## src/rtl/u8cp_pkg.sv

```systemverilog
// shared types and constants for the utf-8 to code page 437 converter
package u8cp_pkg;

  // lookup table size and derived widths
  localparam int TABLE_DEPTH = 256;
  localparam int IDX_W       = $clog2(TABLE_DEPTH);
  localparam int CNT_W       = $clog2(TABLE_DEPTH + 1);

  // op queue between decoder and lookup engine
  localparam int Q_DEPTH = 4;
  localparam int Q_AW    = $clog2(Q_DEPTH);

  // configuration port
  localparam int CFG_IDX_W  = 1;
  localparam int CFG_DATA_W = 9;
  localparam logic [CFG_IDX_W-1:0] REG_ENTRIES  = 1'd0;
  localparam logic [CFG_IDX_W-1:0] REG_FALLBACK = 1'd1;
  localparam logic [7:0]           FALLBACK_RESET = 8'd168;

  // utf-8 byte classes
  localparam logic [7:0] CONT_MASK   = 8'hC0;
  localparam logic [7:0] CONT_MATCH  = 8'h80;
  localparam logic [7:0] LEAD2_MASK  = 8'hE0;
  localparam logic [7:0] LEAD2_MATCH = 8'hC0;
  localparam logic [7:0] LEAD3_MASK  = 8'hF0;
  localparam logic [7:0] LEAD3_MATCH = 8'hE0;
  localparam logic [7:0] LEAD4_MASK  = 8'hF8;
  localparam logic [7:0] LEAD4_MATCH = 8'hF0;
  localparam logic [7:0] PAY2_MASK   = 8'h1F;
  localparam logic [7:0] PAY3_MASK   = 8'h0F;
  localparam logic [7:0] PAY4_MASK   = 8'h07;
  localparam logic [7:0] PAYC_MASK   = 8'h3F;

  // codepoint thresholds
  localparam logic [15:0] CP_PRINTABLE = 16'h0020;
  localparam logic [15:0] CP_ASCII_END = 16'h0080;
  localparam logic [15:0] CP_MIN_THREE = 16'h0800;

  // open sequence kind
  typedef enum logic [1:0] {
    SEQ_NONE  = 2'd0,
    SEQ_TWO   = 2'd1,
    SEQ_THREE = 2'd2,
    SEQ_FOUR  = 2'd3
  } u8cp_seq_t;

  // queued operation
  typedef enum logic {
    OP_LOAD   = 1'b0,
    OP_LOOKUP = 1'b1
  } u8cp_kind_t;

  typedef struct packed {
    u8cp_kind_t        kind;
    logic [15:0]       key;
    logic [IDX_W-1:0]  idx;
    logic [7:0]        code;
  } u8cp_op_t;

  typedef struct packed {
    logic     valid;
    u8cp_op_t op;
  } u8cp_push_t;

  typedef struct packed {
    logic     avail;
    u8cp_op_t op;
  } u8cp_head_t;

  // lookup engine states
  typedef enum logic [1:0] {
    B_IDLE   = 2'd0,
    B_SEARCH = 2'd1,
    B_EMIT   = 2'd2
  } u8cp_bstate_t;

endpackage

```

## src/rtl/u8cp_if.sv

```systemverilog
// channel interfaces for the input beats and the result beats
interface u8cp_in_if;
  logic        valid;
  logic        ready;
  logic        mode;
  logic [7:0]  byte_in;
  logic [7:0]  entry_index;
  logic [15:0] entry_codepoint;
  logic [7:0]  entry_code;

  modport source (output valid, mode, byte_in, entry_index, entry_codepoint, entry_code,
                  input ready);
  modport sink (input valid, mode, byte_in, entry_index, entry_codepoint, entry_code,
                output ready);
endinterface


```

## src/rtl/u8cp_front.sv

```systemverilog
// utf-8 decoder front end: accepts beats, builds codepoints, queues loads and lookups
module u8cp_front import u8cp_pkg::*; (
  input  logic       clk,
  input  logic       rst,
  u8cp_in_if.sink    in_ch,
  input  logic       q_full,
  output u8cp_push_t push
);

  logic [1:0]  pend, pend_next;
  u8cp_seq_t   kind, kind_next;
  logic [15:0] part, part_next;
  logic [15:0] cp;
  logic [15:0] shifted;
  logic [7:0]  b;
  logic        accept;

  assign in_ch.ready = !q_full;
  assign accept      = in_ch.valid && in_ch.ready;
  assign b           = in_ch.byte_in;
  assign shifted     = {part[9:0], b[5:0]};

  // decoder state
  always_ff @(posedge clk) begin
    if (rst) begin
      pend <= 2'd0;
      kind <= SEQ_NONE;
      part <= 16'h0;
    end else begin
      pend <= pend_next;
      kind <= kind_next;
      part <= part_next;
    end
  end

  // byte classification and op build
  always_comb begin
    pend_next     = pend;
    kind_next     = kind;
    part_next     = part;
    cp            = 16'h0;
    push.valid    = 1'b0;
    push.op.kind  = OP_LOOKUP;
    push.op.key   = in_ch.entry_codepoint;
    push.op.idx   = IDX_W'(in_ch.entry_index);
    push.op.code  = in_ch.entry_code;
    if (accept) begin
      if (!in_ch.mode) begin
        // table load, dropped when the slot is beyond the table
        push.op.kind = OP_LOAD;
        push.valid   = 32'(in_ch.entry_index) < TABLE_DEPTH;
      end else begin
        if (pend != 2'd0 && (b & CONT_MASK) == CONT_MATCH) begin
          // continuation of an open sequence
          pend_next = pend - 2'd1;
          part_next = shifted;
          if (pend == 2'd1) begin
            part_next = 16'h0;
            kind_next = SEQ_NONE;
            if (kind == SEQ_TWO && shifted >= CP_ASCII_END) begin
              cp = shifted;
            end else if (kind == SEQ_THREE && shifted >= CP_MIN_THREE) begin
              cp = shifted;
            end
          end
        end else begin
          // fresh byte, any open sequence is dropped
          pend_next = 2'd0;
          kind_next = SEQ_NONE;
          part_next = 16'h0;
          if (!b[7]) begin
            cp = {8'h0, b};
          end else if ((b & LEAD2_MASK) == LEAD2_MATCH) begin
            part_next = {8'h0, b & PAY2_MASK};
            pend_next = 2'd1;
            kind_next = SEQ_TWO;
          end else if ((b & LEAD3_MASK) == LEAD3_MATCH) begin
            part_next = {8'h0, b & PAY3_MASK};
            pend_next = 2'd2;
            kind_next = SEQ_THREE;
          end else if ((b & LEAD4_MASK) == LEAD4_MATCH) begin
            part_next = {8'h0, b & PAY4_MASK};
            pend_next = 2'd3;
            kind_next = SEQ_FOUR;
          end
        end
        // control codes give nothing
        push.op.key = cp;
        push.valid  = cp >= CP_PRINTABLE;
      end
    end
  end

endmodule

```

## src/flat_wrapper.sv

```systemverilog
// flat-port wrapper written by rule: the top's interface ports become plain ports
module u8cp_front_flat import u8cp_pkg::*;
  (clk, rst, q_full, push, in_ch_valid, in_ch_mode, in_ch_byte_in, in_ch_entry_index, in_ch_entry_codepoint, in_ch_entry_code, in_ch_ready);
  u8cp_in_if in_ch_i ();
  input  logic clk;
  input  logic rst;
  input  logic q_full;
  output u8cp_push_t push;
  input wire logic [$bits(in_ch_i.valid)-1:0] in_ch_valid;
  input wire logic [$bits(in_ch_i.mode)-1:0] in_ch_mode;
  input wire logic [$bits(in_ch_i.byte_in)-1:0] in_ch_byte_in;
  input wire logic [$bits(in_ch_i.entry_index)-1:0] in_ch_entry_index;
  input wire logic [$bits(in_ch_i.entry_codepoint)-1:0] in_ch_entry_codepoint;
  input wire logic [$bits(in_ch_i.entry_code)-1:0] in_ch_entry_code;
  output wire logic [$bits(in_ch_i.ready)-1:0] in_ch_ready;
  assign in_ch_i.valid = in_ch_valid;
  assign in_ch_i.mode = in_ch_mode;
  assign in_ch_i.byte_in = in_ch_byte_in;
  assign in_ch_i.entry_index = in_ch_entry_index;
  assign in_ch_i.entry_codepoint = in_ch_entry_codepoint;
  assign in_ch_i.entry_code = in_ch_entry_code;
  assign in_ch_ready = in_ch_i.ready;
  u8cp_front u_core (.clk(clk), .rst(rst), .in_ch(in_ch_i), .q_full(q_full), .push(push));
endmodule
```

## config.mk

```make
export PLATFORM = sky130hd
export DESIGN_NAME = u8cp_front_flat
export DESIGN_NICKNAME = d
export VERILOG_FILES = /design/src/rtl/u8cp_pkg.sv /design/src/rtl/u8cp_if.sv /design/src/rtl/u8cp_front.sv /design/src/flat_wrapper.sv
export SDC_FILE = /design/constraint.sdc
export NUM_CORES = 1
export LEC_CHECK = 0
export BUFFER_PORTS_ARGS = -buffer_cell sky130_fd_sc_hd__buf_2
export CORE_UTILIZATION = 46
export CTS_CLUSTER_DIAMETER = 50
export DETAILED_ROUTE_END_ITERATION = 10
export MAX_ROUTING_LAYER = met4
export PLACE_DENSITY = 0.85
export SYNTH_ARGS = -nofsm -noshare
export SYNTH_HDL_FRONTEND = slang
export SYNTH_SLANG_ARGS = --single-unit
```

## constraint.sdc

```tcl
create_clock -name clk -period 3.5 [get_ports clk]
set_input_delay 0.35 -clock clk [delete_from_list [all_inputs] [get_ports clk]]
set_output_delay 0.35 -clock clk [all_outputs]
set_load 0.05 [all_outputs]
```

==> summary by stage <==
Clock network
The clock-pin slew on the worst setup and hold paths is 90 ps. The number of buffers inserted during clock tree synthesis is 3. The post-CTS resize count is 0. The number of setup buffers added after CTS is 0. The insertion delay of the later-clocked pin in the worst-skew pair is 290 ps. The post-cts hold buffer count is 0.

The library cell used as clock root buffer is clkbuf_4. CTS built an H-tree with a depth of 1. The number of clock sinks seen by CTS is 14. TritonCTS built the clock tree. In this run the deepest clock path goes through 2 buffers.

Floorplanning
The core region is ~2600 um^2. The overall die area is between 3000 and 4000 um^2. Once the floorplan was initialized, standard cells occupied roughly 50% of the core.

Measured along the x axis, the die boundary spans around 55 um. The die boundary height is roughly 55 um. The floorplan row count is 18. The number of top-level pins is 80.

Min path
The worst hold path passes through 3 cells. The class of the tightest hold or removal check is in2reg. The end point of the worst hold path is u_core.part[2]$_SDFFE_PP0P_.

In this run the most critical hold path is launched from in_ch_byte_in[2].

STA
The highest clock frequency the design can meet is about 380 MHz. The max-slew violation total from the final report is 0. The final sum of negative setup slack is 0 ps. Setup repair after global routing left no endpoint under its margin. In the finished design, the share of the clock period the worst path needs comes to between 70% and 80%. The worst path meets setup with roughly 850 ps of slack. The hold violation total from the final report is 0. The number of failing setup endpoints in the final timing report is 0.

The post-route worst hold slack is 347 ps. The relative slew slack is 49.7%. The clock skew is around 2.4 ps. For the pin with the worst max-slew slack, the measured transition is about 750 ps. The minimum clock period is between 2000 and 3000 ps.

Power
The worst ir drop on vdd is just under 200 uV. Total power for the finished layout comes to roughly 430 uW. The power per cell area is approximately 290 nW/um^2.

The standby leakage power is approximately 0.00058 uW.

Cells and area
The number of nets at the end of the flow is around 240. 0 antenna diodes ended up in the layout. Of the cells placed in the final design, the portion with a size suffix greater than 1 is between 30% and 40%. The layout overhead on the synthesized area is 12.4%.

Route
After detailed routing, the number of vias per cell comes to 5.92. The antenna violation net count after detailed routing is 0. The detailed router finished its first iteration with 30 violations.

The post-detailed-routing wire length is 3090 um. The overall via count from detail_route is ~1300. The number of remaining DRC errors is 0.

After detailed routing, the average wire length per cell comes to 13.8 um. The length of the first detailed-routing pass in iterations is 4.

Synth
Yosys printed 0 warnings. The area of the mapped netlist is between 1000 and 1500 um^2. After technology mapping, the gate count stands at around 170. The average instance area after synthesis is 7.74 um^2. The share of the yosys chip area belonging to registers is 21.7%. The number of distinct library cells after synthesis is 38. The number of nets in the synthesized netlist is ~210. The post-synthesis sequential element count is 14.

Setup path
The required time of the critical path is between 3000 and 4000 ps. The type of the setup path with the least slack is reg2out. The startpoint identified for the worst register-to-register timing path is u_core.pend[0]$_SDFFE_PP0P_.

The worst register-to-register path ends at u_core.part[1]$_SDFFE_PP0P_. The biggest fanout along the worst timing path is 10. The worst setup path is launched from a register.

The worst setup path is captured at a primary output. Data on the critical path arrives at its endpoint at between 2000 and 2500 ps. The depth of the worst register-to-register path is 5. Across all register-to-register paths, the minimum setup slack is 1670 ps.

Global routing
The met2 track demand over resource is between 30% and 40%. The number of global-route vias before repair is about 1100. met2 is the most crowded layer.

Across every metal layer, demand over resource in global routing totals 22.9%. The number of antenna violations at the first check in global routing is 0. For met3 alone, demand over resource in global routing was roughly 6.8%. The first global-routing pass estimated ~4900 um of wire.

Entering global routing, the biggest net connects 33 pins. The fraction of met1 tracks used by global routing is 27.2%. The total overflow left after global routing is 0.

Run
The tool flagged a number of max-cap violations equal to 0.

Placed design
Buffers placed on the I/O ports in this run total 47. Prior to clock tree synthesis, the placed netlist has a worst setup slack of ~1200 ps. Detailed placement ended at an HPWL of between 2000 and 2500 um. The congestion estimate from routability-driven global placement came to roughly 0.81.

Run status
The flow ran to the end, and the final reports show no timing, DRC or antenna violations.
worst max-delay path by stage:
| stage | to | startpoint | slack [ps] |
|---|---|---|---|
| 2_1_floorplan | push[16] | u_core.pend[0]$_SDFFE_PP0P_ | 280 |
| 3_3_place_gp | push[16] | u_core.pend[0]$_SDFFE_PP0P_ | 1210 |
| 3_5_place_dp | push[16] | u_core.pend[0]$_SDFFE_PP0P_ | 1180 |
| 5_1_grt | push[17] | u_core.pend[0]$_SDFFE_PP0P_ | 620 |
| 4_1_cts | push[16] | u_core.pend[0]$_SDFFE_PP0P_ | 840 |
| 6_report | push[16] | u_core.pend[0]$_SDFFE_PP0P_ | 850 |
logic make-up after synthesis:
group | Yosys count | share of synthesized area (%)
mux | 7 | 5.42
compound gates | 42 | 24.3
xor+xnor | 1 | 1.26
fa+ha+maj | 2 | 1.94
flops | 14 | 21.7
simple gates | 68 | 30.4
buf+inv | 33 | 15.0
final cells by class:
type	instances	area, um^2
clock buffers	4	36.3
fillers	256	1110
inverters	6	22.5
multi-input cells	120	818
flip-flops and latches	14	280
well taps	30	37.5
repair buffers	50	258
synthesized netlist by cell type, drive strengths merged:
master	instances	share of area (%)
a211oi	3	2.7
and2	1	0.48
nor2b	10	4.8
ha	2	1.9
o21ai	18	9.3
a311oi	1	0.68
nand3	7	2.7
and3b	1	0.68
a21boi	1	0.58
nand2b	1	0.48
nand4	9	4.4
nor4b	2	1.8
o2bb2ai	1	1.2
buf	19	11
xor2	1	1.3
dfxtp	14	22
and3	1	0.48
nor4bb	1	0.77
clkbuf	8	2.3
or4b	2	1.5
mux2i	7	5.4
nor2	2	0.58
nand2	23	6.9
or4	2	1.5
o41ai	5	4.0
o2111ai	3	2.0
a21oi	10	3.9
nor3	1	0.39
nand3b	5	2.9
inv	6	1.7
layer usage:
metal | routed length, um | vias to the layer above
met3 | 192 | 10
met1 | 1420 | 629
met4 | 36 | 0
met2 | 1440 | 40
met5 | 0 | -
li1 | - | 648
placed cells by master, fill, tap and decap left out, drive strengths merged, types with 6 or more instances in the layout:
master | synthesis | layout
mux2i | 7 | 7
dfxtp | 14 | 14
nand2 | 23 | 23
buf | 19 | 50
nand4 | 9 | 9
a21oi | 10 | 10
nor2b | 10 | 10
inv | 6 | 6
nand3 | 7 | 7
o21ai | 18 | 18
power breakdown:
part | leakage [uW] | total [uW] | switching, uW | internal [uW]
logic | 0.000444 | 144 | 100 | 44.0
registers | 0.000113 | 163 | 1.79 | 161
clock network | 0.0000210 | 119 | 55.8 | 63.4
total | 0.000578 | 426 | 158 | 269
through the flow:
| step | utilization [%] | std cells | cell area (um^2) |
|---|---|---|---|
| 2_1_floorplan | - | 167 | 1290 |
| 3_3_place_gp | 55.2 | 220 | 1420 |
| 3_5_place_dp | 55.2 | 220 | 1420 |
| 4_1_cts | 56.6 | 224 | 1450 |
| 5_1_grt | 56.6 | 224 | 1450 |
| 6_report | 56.6 | 224 | 1450 |
worst max-delay path, cell delays in order (launching register included):
cell	delay [ps]
dfxtp_1	380
inv_1	60
ha_1	270
nor4bb_1	270
buf_4	220
nand2_2	130
o41ai_1	370
buf_2	330
registers in the layout (all words and copies together) (netlist names):
register / flops
u_core.pend: 2
u_core.kind: 2
u_core.part: 10
Power figures use the tool's default switching activity.
