==> src/rtl/u8cp_pkg.sv <==
// shared types and constants for the utf-8 to code page 437 converter
package u8cp_pkg;

  // lookup table size and derived widths
  localparam int TABLE_DEPTH = 256;
  localparam int IDX_W       = $clog2(TABLE_DEPTH);
  localparam int CNT_W       = $clog2(TABLE_DEPTH + 1);

  // op queue between decoder and lookup engine
  localparam int Q_DEPTH = 4;
  localparam int Q_AW    = $clog2(Q_DEPTH);

  // configuration port
  localparam int CFG_IDX_W  = 1;
  localparam int CFG_DATA_W = 9;
  localparam logic [CFG_IDX_W-1:0] REG_ENTRIES  = 1'd0;
  localparam logic [CFG_IDX_W-1:0] REG_FALLBACK = 1'd1;
  localparam logic [7:0]           FALLBACK_RESET = 8'd168;

  // utf-8 byte classes
  localparam logic [7:0] CONT_MASK   = 8'hC0;
  localparam logic [7:0] CONT_MATCH  = 8'h80;
  localparam logic [7:0] LEAD2_MASK  = 8'hE0;
  localparam logic [7:0] LEAD2_MATCH = 8'hC0;
  localparam logic [7:0] LEAD3_MASK  = 8'hF0;
  localparam logic [7:0] LEAD3_MATCH = 8'hE0;
  localparam logic [7:0] LEAD4_MASK  = 8'hF8;
  localparam logic [7:0] LEAD4_MATCH = 8'hF0;
  localparam logic [7:0] PAY2_MASK   = 8'h1F;
  localparam logic [7:0] PAY3_MASK   = 8'h0F;
  localparam logic [7:0] PAY4_MASK   = 8'h07;
  localparam logic [7:0] PAYC_MASK   = 8'h3F;

  // codepoint thresholds
  localparam logic [15:0] CP_PRINTABLE = 16'h0020;
  localparam logic [15:0] CP_ASCII_END = 16'h0080;
  localparam logic [15:0] CP_MIN_THREE = 16'h0800;

  // open sequence kind
  typedef enum logic [1:0] {
    SEQ_NONE  = 2'd0,
    SEQ_TWO   = 2'd1,
    SEQ_THREE = 2'd2,
    SEQ_FOUR  = 2'd3
  } u8cp_seq_t;

  // queued operation
  typedef enum logic {
    OP_LOAD   = 1'b0,
    OP_LOOKUP = 1'b1
  } u8cp_kind_t;

  typedef struct packed {
    u8cp_kind_t        kind;
    logic [15:0]       key;
    logic [IDX_W-1:0]  idx;
    logic [7:0]        code;
  } u8cp_op_t;

  typedef struct packed {
    logic     valid;
    u8cp_op_t op;
  } u8cp_push_t;

  typedef struct packed {
    logic     avail;
    u8cp_op_t op;
  } u8cp_head_t;

  // lookup engine states
  typedef enum logic [1:0] {
    B_IDLE   = 2'd0,
    B_SEARCH = 2'd1,
    B_EMIT   = 2'd2
  } u8cp_bstate_t;

endpackage

==> src/rtl/u8cp_queue.sv <==
// short op queue between the decoder and the lookup engine
module u8cp_queue import u8cp_pkg::*; (
  input  logic       clk,
  input  logic       rst,
  input  u8cp_push_t push,
  output logic       full,
  input  logic       pop,
  output u8cp_head_t head
);

  u8cp_op_t        slots [Q_DEPTH];
  logic [Q_AW-1:0] wr_ptr;
  logic [Q_AW-1:0] rd_ptr;
  logic [Q_AW:0]   count;

  assign full      = count == (Q_AW+1)'(Q_DEPTH);
  assign head.avail = count != '0;
  assign head.op    = slots[rd_ptr];

  // storage
  always_ff @(posedge clk) begin
    if (push.valid) begin
      slots[wr_ptr] <= push.op;
    end
  end

  // pointers and fill count
  always_ff @(posedge clk) begin
    if (rst) begin
      wr_ptr <= '0;
      rd_ptr <= '0;
      count  <= '0;
    end else begin
      if (push.valid) begin
        wr_ptr <= wr_ptr + Q_AW'(1);
      end
      if (pop) begin
        rd_ptr <= rd_ptr + Q_AW'(1);
      end
      case ({push.valid, pop})
        2'b10:   count <= count + (Q_AW+1)'(1);
        2'b01:   count <= count - (Q_AW+1)'(1);
        default: count <= count;
      endcase
    end
  end

endmodule

==> config.mk <==
export PLATFORM = sky130hd
export DESIGN_NAME = u8cp_queue
export DESIGN_NICKNAME = d
export VERILOG_FILES = /design/src/rtl/u8cp_pkg.sv /design/src/rtl/u8cp_queue.sv
export SDC_FILE = /design/constraint.sdc
export NUM_CORES = 1
export LEC_CHECK = 0
export BUFFER_PORTS_ARGS = -buffer_cell sky130_fd_sc_hd__buf_2
export CAP_MARGIN = 20
export CORE_ASPECT_RATIO = 0.6
export CORE_MARGIN = 5
export CORE_UTILIZATION = 55
export DETAILED_ROUTE_END_ITERATION = 12
export GPL_ROUTABILITY_DRIVEN = 0
export PLACE_DENSITY = 0.77
export SLEW_MARGIN = 20
export SYNTH_ARGS = -nofsm -noshare
export SYNTH_HDL_FRONTEND = slang
export SYNTH_SLANG_ARGS = --single-unit
==> constraint.sdc <==
create_clock -name clk -period 2.1 [get_ports clk]
set_clock_uncertainty 0.2 [all_clocks]
set_input_delay 0.42 -clock clk [delete_from_list [all_inputs] [get_ports clk]]
set_output_delay 0.42 -clock clk [all_outputs]
set_load 0.005 [all_outputs]
==> metrics.md, run 1 <==
| Metric | Value |
|---|---|
| Status | `finished, violations left` |
| Violated checks | `setup timing` |
| Sequential Power Share | `0.503` |
| Critical Path AT | `approximately 1.7 ns` |
| Clock-pin slew on the worst setup and hold paths | `~0.050 ns` |
| Crit path buf inv count | `2` |
| Ys Warns | `0` |
| CP Cell Sequence | `buf_12, mux4_2, buf_2` |
| CTS Buffer Depth | `2` |
| WL per Instance | `about 20 um` |
| Clock Tree Root | `clkbuf_16` |
| H-tree Lvls | `4` |
| Post-route setup slack | `-0.201 ns` |
| CTS tree | `yes` |
| Drt total wl | `just over 9 mm` |
| Global-route wire length before repair | `14.3 mm` |
| GRT Total Usage | `0.173` |
| Switching power total | `1.35 mW` |
| Sequential fraction of the synthesis area | `0.792` |
| Via count of the first global-routing pass | `~2500` |
| Slew Viols, Final | `0` |
| 1st-iter DRT viols | `202` |
| DR vias/cell | `5.38` |
| Initial antenna violation count | `1` |
| Max cap viols | `0` |
| Commonest non-fill, non-tap cell in the layout | `edfxtp_1` |
| Yosys cell types | `21` |
| Achievable Freq | `about 0.43 GHz` |
| Cts hold-fix bufs | `0` |
| Critical Path RT | `about 1.5 ns` |
| Number of buffers added on ports | `71` |
| Die width | `136 um` |
| Endpoints failing setup | `33` |
| Routed via count | `roughly 2400` |
| Overall Power | `6.51 mW` |
| # IOs | `72` |
| Nets@finish | `352` |
| CP max stage delay | `0.54 ns` |
| Rows | `27` |
| Max-slew headroom | `0.428` |
| Worst slew pin tran | `0.858 ns` |
| Setup crit end kind | `output port` |
| Pin count of the biggest net entering global routing | `34` |
| Share of layout cells above drive strength 1 | `0.453` |
| Critical path class | `reg -> out` |
| Clock power share | `0.403` |
| Final Hold Vio Count | `0` |
| Hpwl dp | `5.63 mm` |
| CP Launch Type | `flip-flop` |
| Initial Utilization | `0.568` |
| Crit path max fanout | `10` |
| Critical R2R Launch | `wr_ptr[0]` |
| Die area | `11600 sq um` |
| Unrepaired setup endpoints after global routing | `true` |
| GRT overflow | `0` |
| PwrDens | `~1000 nW/um^2` |
| Remaining DRCs | `0` |
| Area Growth Syn to Fin | `21.8%` |
| N_diodes | `0` |
| Gate Count Post-Synth | `216` |
| Core area | `9220 sq um` |
| Synthesized Nets | `259` |
| Post-Syn Area | `5240 sq um` |
| CTS Sinks | `141` |
| Final core utilization | `0.691` |
| TritonRoute pass-1 iters | `4` |
| Synthesized area per cell | `24.2 sq um` |
| Die height | `85.6 um` |
| Min Clock Period, post-route | `2.30 ns` |
| HP Start | `push[25]` |
| CTS buffer count | `17` |
| Peak supply drop | `approximately 0.00076 V` |
| Post-synth EDFFs | `132` |
| Sw Ratio | `0.208` |
| Antenna Violating Nets Remaining | `0` |
| Worst-Skew Late Latency | `0.41 ns` |
| Cell-internal power | `5.16 mW` |
| Hold crit path type | `in -> reg` |
| Fin crit share | `1.10` |
| Synthesized flop and latch total | `141` |
| Slowest CP cell | `mux4_2` |
| Commonest non-fill, non-tap cells in the layout | `edfxtp_1 (132), buf_2 (69), mux4_2 (33), clkbuf_16 (17)` |
| Synth Flop Type | `edfxtp_1` |
| Cell family with most CP delay | `multiplexers` |
| Asr flop ratio synth | `0` |
| Leakage | `between 2 and 2.5 nW` |
| Combinational power share | `0.093` |
synth_stat cells, types with 2 or more instances:
library cell | count | area share
ha_1 | 5 | 0.012
edfxtp_1 | 132 | 0.76
mux4_2 | 30 | 0.13
dfxtp_1 | 9 | 0.034
nor2_1 | 7 | 0.0050
xor2_1 | 2 | 0.0033
inv_1 | 3 | 0.0022
mux2i_1 | 2 | 0.0038
or3_1 | 2 | 0.0024
buf_12 | 3 | 0.011
mux4_1 | 3 | 0.015
buf_2 | 3 | 0.0029
and2_1 | 4 | 0.0048
xnor2_1 | 3 | 0.0050
clkbuf_1 | 2 | 0.0014
flip-flops by register name, indices dropped and copies added (netlist names), named ones only:
register,count
slots,132
wr_ptr,2
count,3
rd_ptr,2
area by class of cell:
class,count,area [sq um]
sequential,141,4150
fill,582,2850
multi-input combinational,63,980
timing repair buffer,83,553
clock buffer,23,448
tap,130,163
clock inverter,9,71.3
inverter,3,11.3
stage by stage:
| stage | TNS [ns] | cells | hold WS (ns) | cell area [sq um] | worst slack [ns] |
|---|---|---|---|---|---|
| 2_1_floorplan | 0 | 216 | 0.261 | 5240 | 0.153 |
| 3_3_place_gp | 0 | 419 | 0.286 | 5820 | 0.112 |
| 3_5_place_dp | 0 | 419 | 0.305 | 5820 | 0.0659 |
| 4_1_cts | -6.38 | 453 | 0.00340 | 6390 | -0.244 |
| 5_1_grt | -7.63 | 452 | 0.00554 | 6370 | -0.277 |
| 6_report | -4.98 | 452 | 0.0251 | 6370 | -0.201 |
power groups by stage:
stage | Clock [mW] | Combinational [mW] | Sequential, mW
6_report | 2.62 | 0.608 | 3.27
5_1_grt | 2.82 | 0.666 | 3.29
4_1_cts | 2.67 | 0.628 | 3.28
3_5_place_dp | 0 | 0.600 | 3.33
3_3_place_gp | 0 | 0.588 | 3.32
2_1_floorplan | 0 | 0.350 | 3.31
timing repair:
item / CTS / global route
setup endpoints to repair: 33 / 33
cloned: 1 / 0
setup buffers: 1 / 0
gates resized for setup: 6 / 3
metal layers:
layer	GRT usage	up-vias	part of all wire
met5	0	-	0.0014
li1	-	1081	-
met2	0.239	95	0.45
met1	0.250	1245	0.46
met4	0.0604	2	0.0085
met3	0.0739	11	0.074
final timing paths:
kind | end | slack (ns) | depth (start not counted)
setup reg to reg | slots[0][19] | 0.21 | 3
setup / recovery | head[16] | -0.20 | 3
hold / removal | slots[0][25] | 0.03 | 1
hold reg to reg | count[2] | 0.32 | 2
kinds of logic (layout without fill, tap and decap cells):
family	count (synthesis)	after routing	synth area share
and+or+nand+nor	15	15	0.0143
DFF	141	141	0.792
muxes	35	35	0.148
xor gates and xnor gates	5	5	0.00837
buffers and inverters	12	118	0.0201
adders and majority gates	6	6	0.0158
AOI/OAI and AO/OA	2	2	0.00191
No activity file was read; power rests on OpenSTA's default activity.
==> run 2: changes to the inputs <==
--- a/config.mk
+++ b/config.mk
@@ -12,6 +12,7 @@
 export CORE_UTILIZATION = 55
 export DETAILED_ROUTE_END_ITERATION = 12
 export GPL_ROUTABILITY_DRIVEN = 0
+export HOLD_SLACK_MARGIN = 0.05
 export PLACE_DENSITY = 0.77
 export SLEW_MARGIN = 20
 export SYNTH_ARGS = -nofsm -noshare
==> run 2 against run 1 <==
Effect of this change: the run still ends with setup timing left; sequential power about the same; maximum frequency down 0.54%; power increased by 0.94%; sequential share of layout area down 3.2 points; cell count up 7.3%; combinational power up 8.4%; core utilization rose by 3.6 points; first-iteration DRC count decreased by 12%; largest cell class unchanged.
==> metrics.md, run 2 (same netlist as run 1, synthesis figures left out) <==
| Metric | Value |
|---|---|
| DR vias/cell | `5.28` |
| Setup crit end kind | `output port` |
| Initial Utilization | `0.568` |
| Critical path class | `reg -> out` |
| Nets@finish | `385` |
| Die width | `136 um` |
| Critical R2R Launch | `wr_ptr[0]` |
| Global-route wire length before repair | `15.1 mm` |
| TritonRoute pass-1 iters | `5` |
| Drt total wl | `9.43 mm` |
| Peak supply drop | `0.000771 V` |
| Overall Power | `around 6.6 mW` |
| CTS Buffer Depth | `2` |
| Final Hold Vio Count | `0` |
| Core area | `around 9200 sq um` |
| Critical Path AT | `1.69 ns` |
| Antenna Violating Nets Remaining | `0` |
| Die height | `~86 um` |
| Max cap viols | `0` |
| WL per Instance | `19.4 um` |
| WHS Path Cells | `2` |
| Number of buffers added on ports | `71` |
| N_diodes | `0` |
| Clock-pin slew on the worst setup and hold paths | `approximately 0.050 ns` |
| CP max stage delay | `0.54 ns` |
| Number of flip-flops in the largest register | `132` |
| CTS Sinks | `141` |
| Commonest non-fill, non-tap cells in the layout | `edfxtp_1 (132), buf_2 (69), mux4_2 (33), dlygate4sd3_1 (33), clkbuf_16 (17)` |
| Share of layout cells above drive strength 1 | `0.411` |
| Commonest non-fill, non-tap cell in the layout | `edfxtp_1` |
| PwrDens | `~1000 nW/um^2` |
| Routed via count | `about 2600` |
| Biggest register | `slots` |
| Initial antenna violation count | `0` |
| CTS tree | `yes` |
| CP Cell Sequence | `buf_6, mux4_2, buf_2` |
| # IOs | `72` |
| Crit path depth | `3` |
| Pin count of the biggest net entering global routing | `34` |
| Post-route setup slack | `-0.213 ns` |
| Cell family with most CP delay | `multiplexers` |
| HP Start | `rst` |
| CTS buffer count | `17` |
| Area Growth Syn to Fin | `28.1%` |
| Violated checks | `setup timing` |
| Hpwl dp | `5.63 mm` |
| Die area | `11600 sq um` |
| Unrepaired setup endpoints after global routing | `true` |
| Max-slew headroom | `0.431` |
| Crit path max fanout | `6` |
| Achievable Freq | `approximately 0.43 GHz` |
| Clock Tree Root | `clkbuf_16` |
| Slew Viols, Final | `0` |
| Leakage | `2.36 nW` |
| Crit path buf inv count | `2` |
| Min Clock Period, post-route | `2.31 ns` |
| GRT Total Usage | `0.181` |
| Final core utilization | `0.727` |
| Fin crit share | `1.10` |
| Largest regs | `slots: 132 flops, count: 3 flops` |
| Via count of the first global-routing pass | `2677` |
| H-tree Lvls | `4` |
| Status | `finished, violations left` |
| Worst Reg-to-Reg Cells | `3` |
| Worst-Skew Late Latency | `0.41 ns` |
| Slowest CP cell | `mux4_2` |
| Endpoints failing setup | `33` |
| Hold crit path type | `in -> reg` |
| GRT overflow | `0` |
| Setup TNS | `-5.19 ns` |
| Remaining DRCs | `0` |
| 1st-iter DRT viols | `178` |
| Worst slew pin tran | `0.853 ns` |
| Rows | `27` |
| Critical Path RT | `~1.5 ns` |
| CP Launch Type | `flip-flop` |
| Fin Hold WS | `0.0832 ns` |
==> run 2: changes by cell type in the layout (fill, tap and decap cells not counted), sizes merged <==
cell         delta
dlygate4sd3    +33
==> run 2: path summary, 6_finish.rpt <==
path / endpoint / slack (ns)
max: head[1] / -0.21
min: count[2] / 0.08
max reg2reg: slots[0][19] / 0.22
min reg2reg: count[2] / 0.32
==> run 2: power breakdown <==
group          internal [mW]  leakage, nW  switching (mW)
clock                   1.61        0.258            1.03
combinational          0.363        0.813           0.297
sequential              3.23         1.29          0.0492
==> run 2: cell type report <==
type	instances	area, sq um
Clock inverter	9	71.3
Timing Repair Buffer	116	883
Sequential cell	141	4150
Fill cell	550	2520
Inverter	3	11.3
Clock buffer	23	448
Multi-Input combinational cell	63	980
Tap cell	130	163
==> run 2: per-stage QoR <==
stage / cells / setup WS (ns) / cell area, sq um
after detailed placement: 419 / 0.0659 / 5820
after floorplan: 216 / 0.153 / 5240
after global placement: 419 / 0.112 / 5820
after CTS: 486 / -0.244 / 6720
after global routing: 485 / -0.278 / 6710
final: 485 / -0.213 / 6710
==> run 2: worst reg2reg max path: stages, from the launching register on <==
cell and delay (ns):
dfxtp_1 0.34, inv_1 0.09, ha_1 0.15, and2_2 0.71
==> run 2: what timing repair did <==
item	CTS	global route
endpoints found under the hold margin	132	0
setup buffers	1	0
pin swaps	0	0
resized for setup	6	3
hold buffers	33	0
setup endpoints to repair	33	33
cloned	1	0
==> run 2: metal layers <==
layer,track usage,wire [um]
met2,0.252,4270
met3,0.0657,474
met4,0.0686,135
met5,0,0
met1,0.264,4550
==> run 3: changes to the inputs <==
--- a/config.mk
+++ b/config.mk
@@ -7,7 +7,7 @@
 export LEC_CHECK = 0
 export BUFFER_PORTS_ARGS = -buffer_cell sky130_fd_sc_hd__buf_2
 export CAP_MARGIN = 20
-export CORE_ASPECT_RATIO = 0.6
+export CORE_ASPECT_RATIO = 0.5
 export CORE_MARGIN = 5
 export CORE_UTILIZATION = 55
 export DETAILED_ROUTE_END_ITERATION = 12
==> run 3 against run 2 <==
Effect of this change: hold slack worse by 0.014 ns; largest cell class unchanged; cell count stayed put; sequential power barely moved; critical path type unchanged; critical path depth grew 1; sequential share of layout area shrank 0.95 points; count of clock-buffer cells in the layout shrank 5; maximum frequency is 1.5% lower; the run still ends with setup timing left; clock power increased by 3%.
==> metrics.md, run 3 (same netlist as run 1, synthesis figures left out) <==
| Metric | Value |
|---|---|
| N_diodes | `0` |
| Area Growth Syn to Fin | `30.1%` |
| RR Endpoint | `count[2]` |
| Biggest register | `slots` |
| Critical path class | `reg -> out` |
| WHS Path Cells | `2` |
| Crit path max fanout | `5` |
| H-tree Lvls | `4` |
| WL per Instance | `21.9 um` |
| Min Clock Period, post-route | `around 2.3 ns` |
| Commonest non-fill, non-tap cell in the layout | `edfxtp_1` |
| Drt total wl | `10.6 mm` |
| Post-route setup slack | `-0.250 ns` |
| CTS tree | `yes` |
| CP Launch Type | `flip-flop` |
| Hpwl dp | `between 5 and 6 mm` |
| Remaining DRCs | `0` |
| Fin Hold WS | `between 0.06 and 0.07 ns` |
| Initial Utilization | `0.560` |
| Sw Ratio | `0.221` |
| Via count of the first global-routing pass | `2978` |
| Final Hold Vio Count | `0` |
| Achievable Freq | `between 0.4 and 0.5 GHz` |
| CTS Buffer Depth | `2` |
| Die area | `between 10000 and 15000 sq um` |
| Largest regs | `slots: 132 flops, count: 3 flops` |
| GRT overflow | `0` |
| HP Start | `rst` |
| Unrepaired setup endpoints after global routing | `true` |
| Clock-pin slew on the worst setup and hold paths | `0.06 ns` |
| CTS Sinks | `around 140` |
| Critical R2R Launch | `count[0]` |
| Endpoints failing setup | `33` |
| Violated checks | `setup timing` |
| Worst slew pin tran | `0.316 ns` |
| 1st-iter DRT viols | `a little under 200` |
| Cell-internal power | `5.23 mW` |
| Post-route cell area | `6810 sq um` |
| Max cap viols | `0` |
| CP max stage delay | `0.53 ns` |
| Combinational power share | `0.108` |
| CP Cell Sequence | `buf_6, buf_16, mux4_2, buf_6` |
| Core area | `around 9400 sq um` |
| Leakage | `2.42 nW` |
| Hold crit path type | `in -> reg` |
| Worst-Skew Late Latency | `0.41 ns` |
| Clock Tree Root | `clkbuf_16` |
| Antenna Violating Nets Remaining | `0` |
| Share of layout cells above drive strength 1 | `0.442` |
| PwrDens | `between 900 and 1000 nW/um^2` |
| Commonest non-fill, non-tap cells in the layout | `edfxtp_1 (132), buf_2 (67), mux4_2 (33), dlygate4sd3_1 (33), clkbuf_16 (17)` |
| DP Area | `5790 sq um` |
| R2R Setup Slk | `0.39 ns` |
| Crit path buf inv count | `3` |
| Max-slew headroom | `0.789` |
| Crit-path most repeated cell | `buf_6` |
| Routed via count | `about 2600` |
| Pin count of the biggest net entering global routing | `21` |
| Worst Reg-to-Reg Cells | `4` |
| Slowest CP cell | `mux4_2` |
| Global-route wire length before repair | `16.8 mm` |
| Sequential Power Share | `0.488` |
| Critical Path RT | `1.48 ns` |
| Rows | `25` |
| CTS buffer count | `17` |
| Switching power total | `1.48 mW` |
| # IOs | `72` |
| Setup crit end kind | `output port` |
| Number of buffers added on ports | `71` |
| Number of flip-flops in the largest register | `roughly 130` |
| Overall Power | `between 6 and 7 mW` |
| Nets@finish | `394` |
| Crit path depth | `4` |
| Critical Path AT | `approximately 1.7 ns` |
| Die width | `approximately 150 um` |
| Fin crit share | `1.12` |
| Status | `finished, violations left` |
| Final core utilization | `0.728` |
| Slew Viols, Final | `0` |
| Die height | `79.0 um` |
| Cell family with most CP delay | `multiplexers` |
| Hold Crit Endpoint | `wr_ptr[0]` |
| Clock power share | `0.403` |
| TritonRoute pass-1 iters | `5` |
| Initial antenna violation count | `0` |
| GRT Total Usage | `0.202` |
| DR vias/cell | `5.46` |
| Peak supply drop | `0.000686 V` |
## run 3: changes by cell type in the layout (fill, tap and decap cells not counted), sizes merged
cell / delta
clkbuf: -5
buf: +9
clkinvlp: +4
clkinv: +1
## run 3: area by class of cell
type | instances | area, sq um
multi-input cells | 63 | 980
well taps | 121 | 151
repair buffers | 125 | 986
clock inverters | 14 | 104
clock buffers | 18 | 429
fillers | 519 | 2540
inverters | 3 | 11.3
flip-flops and latches | 141 | 4150
## run 3: worst max path at each step
stage	from	to
finish	flip-flop	head[27]
global route	flip-flop	head[27]
CTS	flip-flop	head[4]
detailed placement	push[33]	count[2]
global placement	push[33]	count[2]
floorplan	wr_ptr[0]	slots[2][0]
## run 3: power by group through the flow
stage	Clock (mW)	Combinational [mW]	Sequential [mW]
2_1_floorplan	0	0.350	3.31
3_3_place_gp	0	0.566	3.32
3_5_place_dp	0	0.586	3.33
4_1_cts	2.73	0.720	3.28
5_1_grt	2.91	0.788	3.29
6_report	2.71	0.727	3.28
## run 3: stage by stage
step                      setup slack (ns)  instances  TNS, ns
after floorplan                      0.153        216        0
after global placement               0.117        412        0
after detailed placement            0.0149        412        0
after CTS                           -0.244        485    -7.04
after global routing                -0.300        485    -8.77
final                               -0.250        485    -6.84
## run 3: layer usage
metal	vias up	track usage	wire [um]
met1	1367	0.241	4290
met5	-	0	0
met4	0	0.0940	239
li1	1167	-	-
met2	94	0.344	5530
met3	21	0.0616	558
## run 3: what timing repair did
item | in CTS | in global routing
endpoints found under the hold margin | 132 | 0
buffers inserted | 6 | 1
cloned | 4 | 0
setup endpoints to repair | 33 | 33
hold buffers | 33 | 0
gates resized for setup | 12 | 5
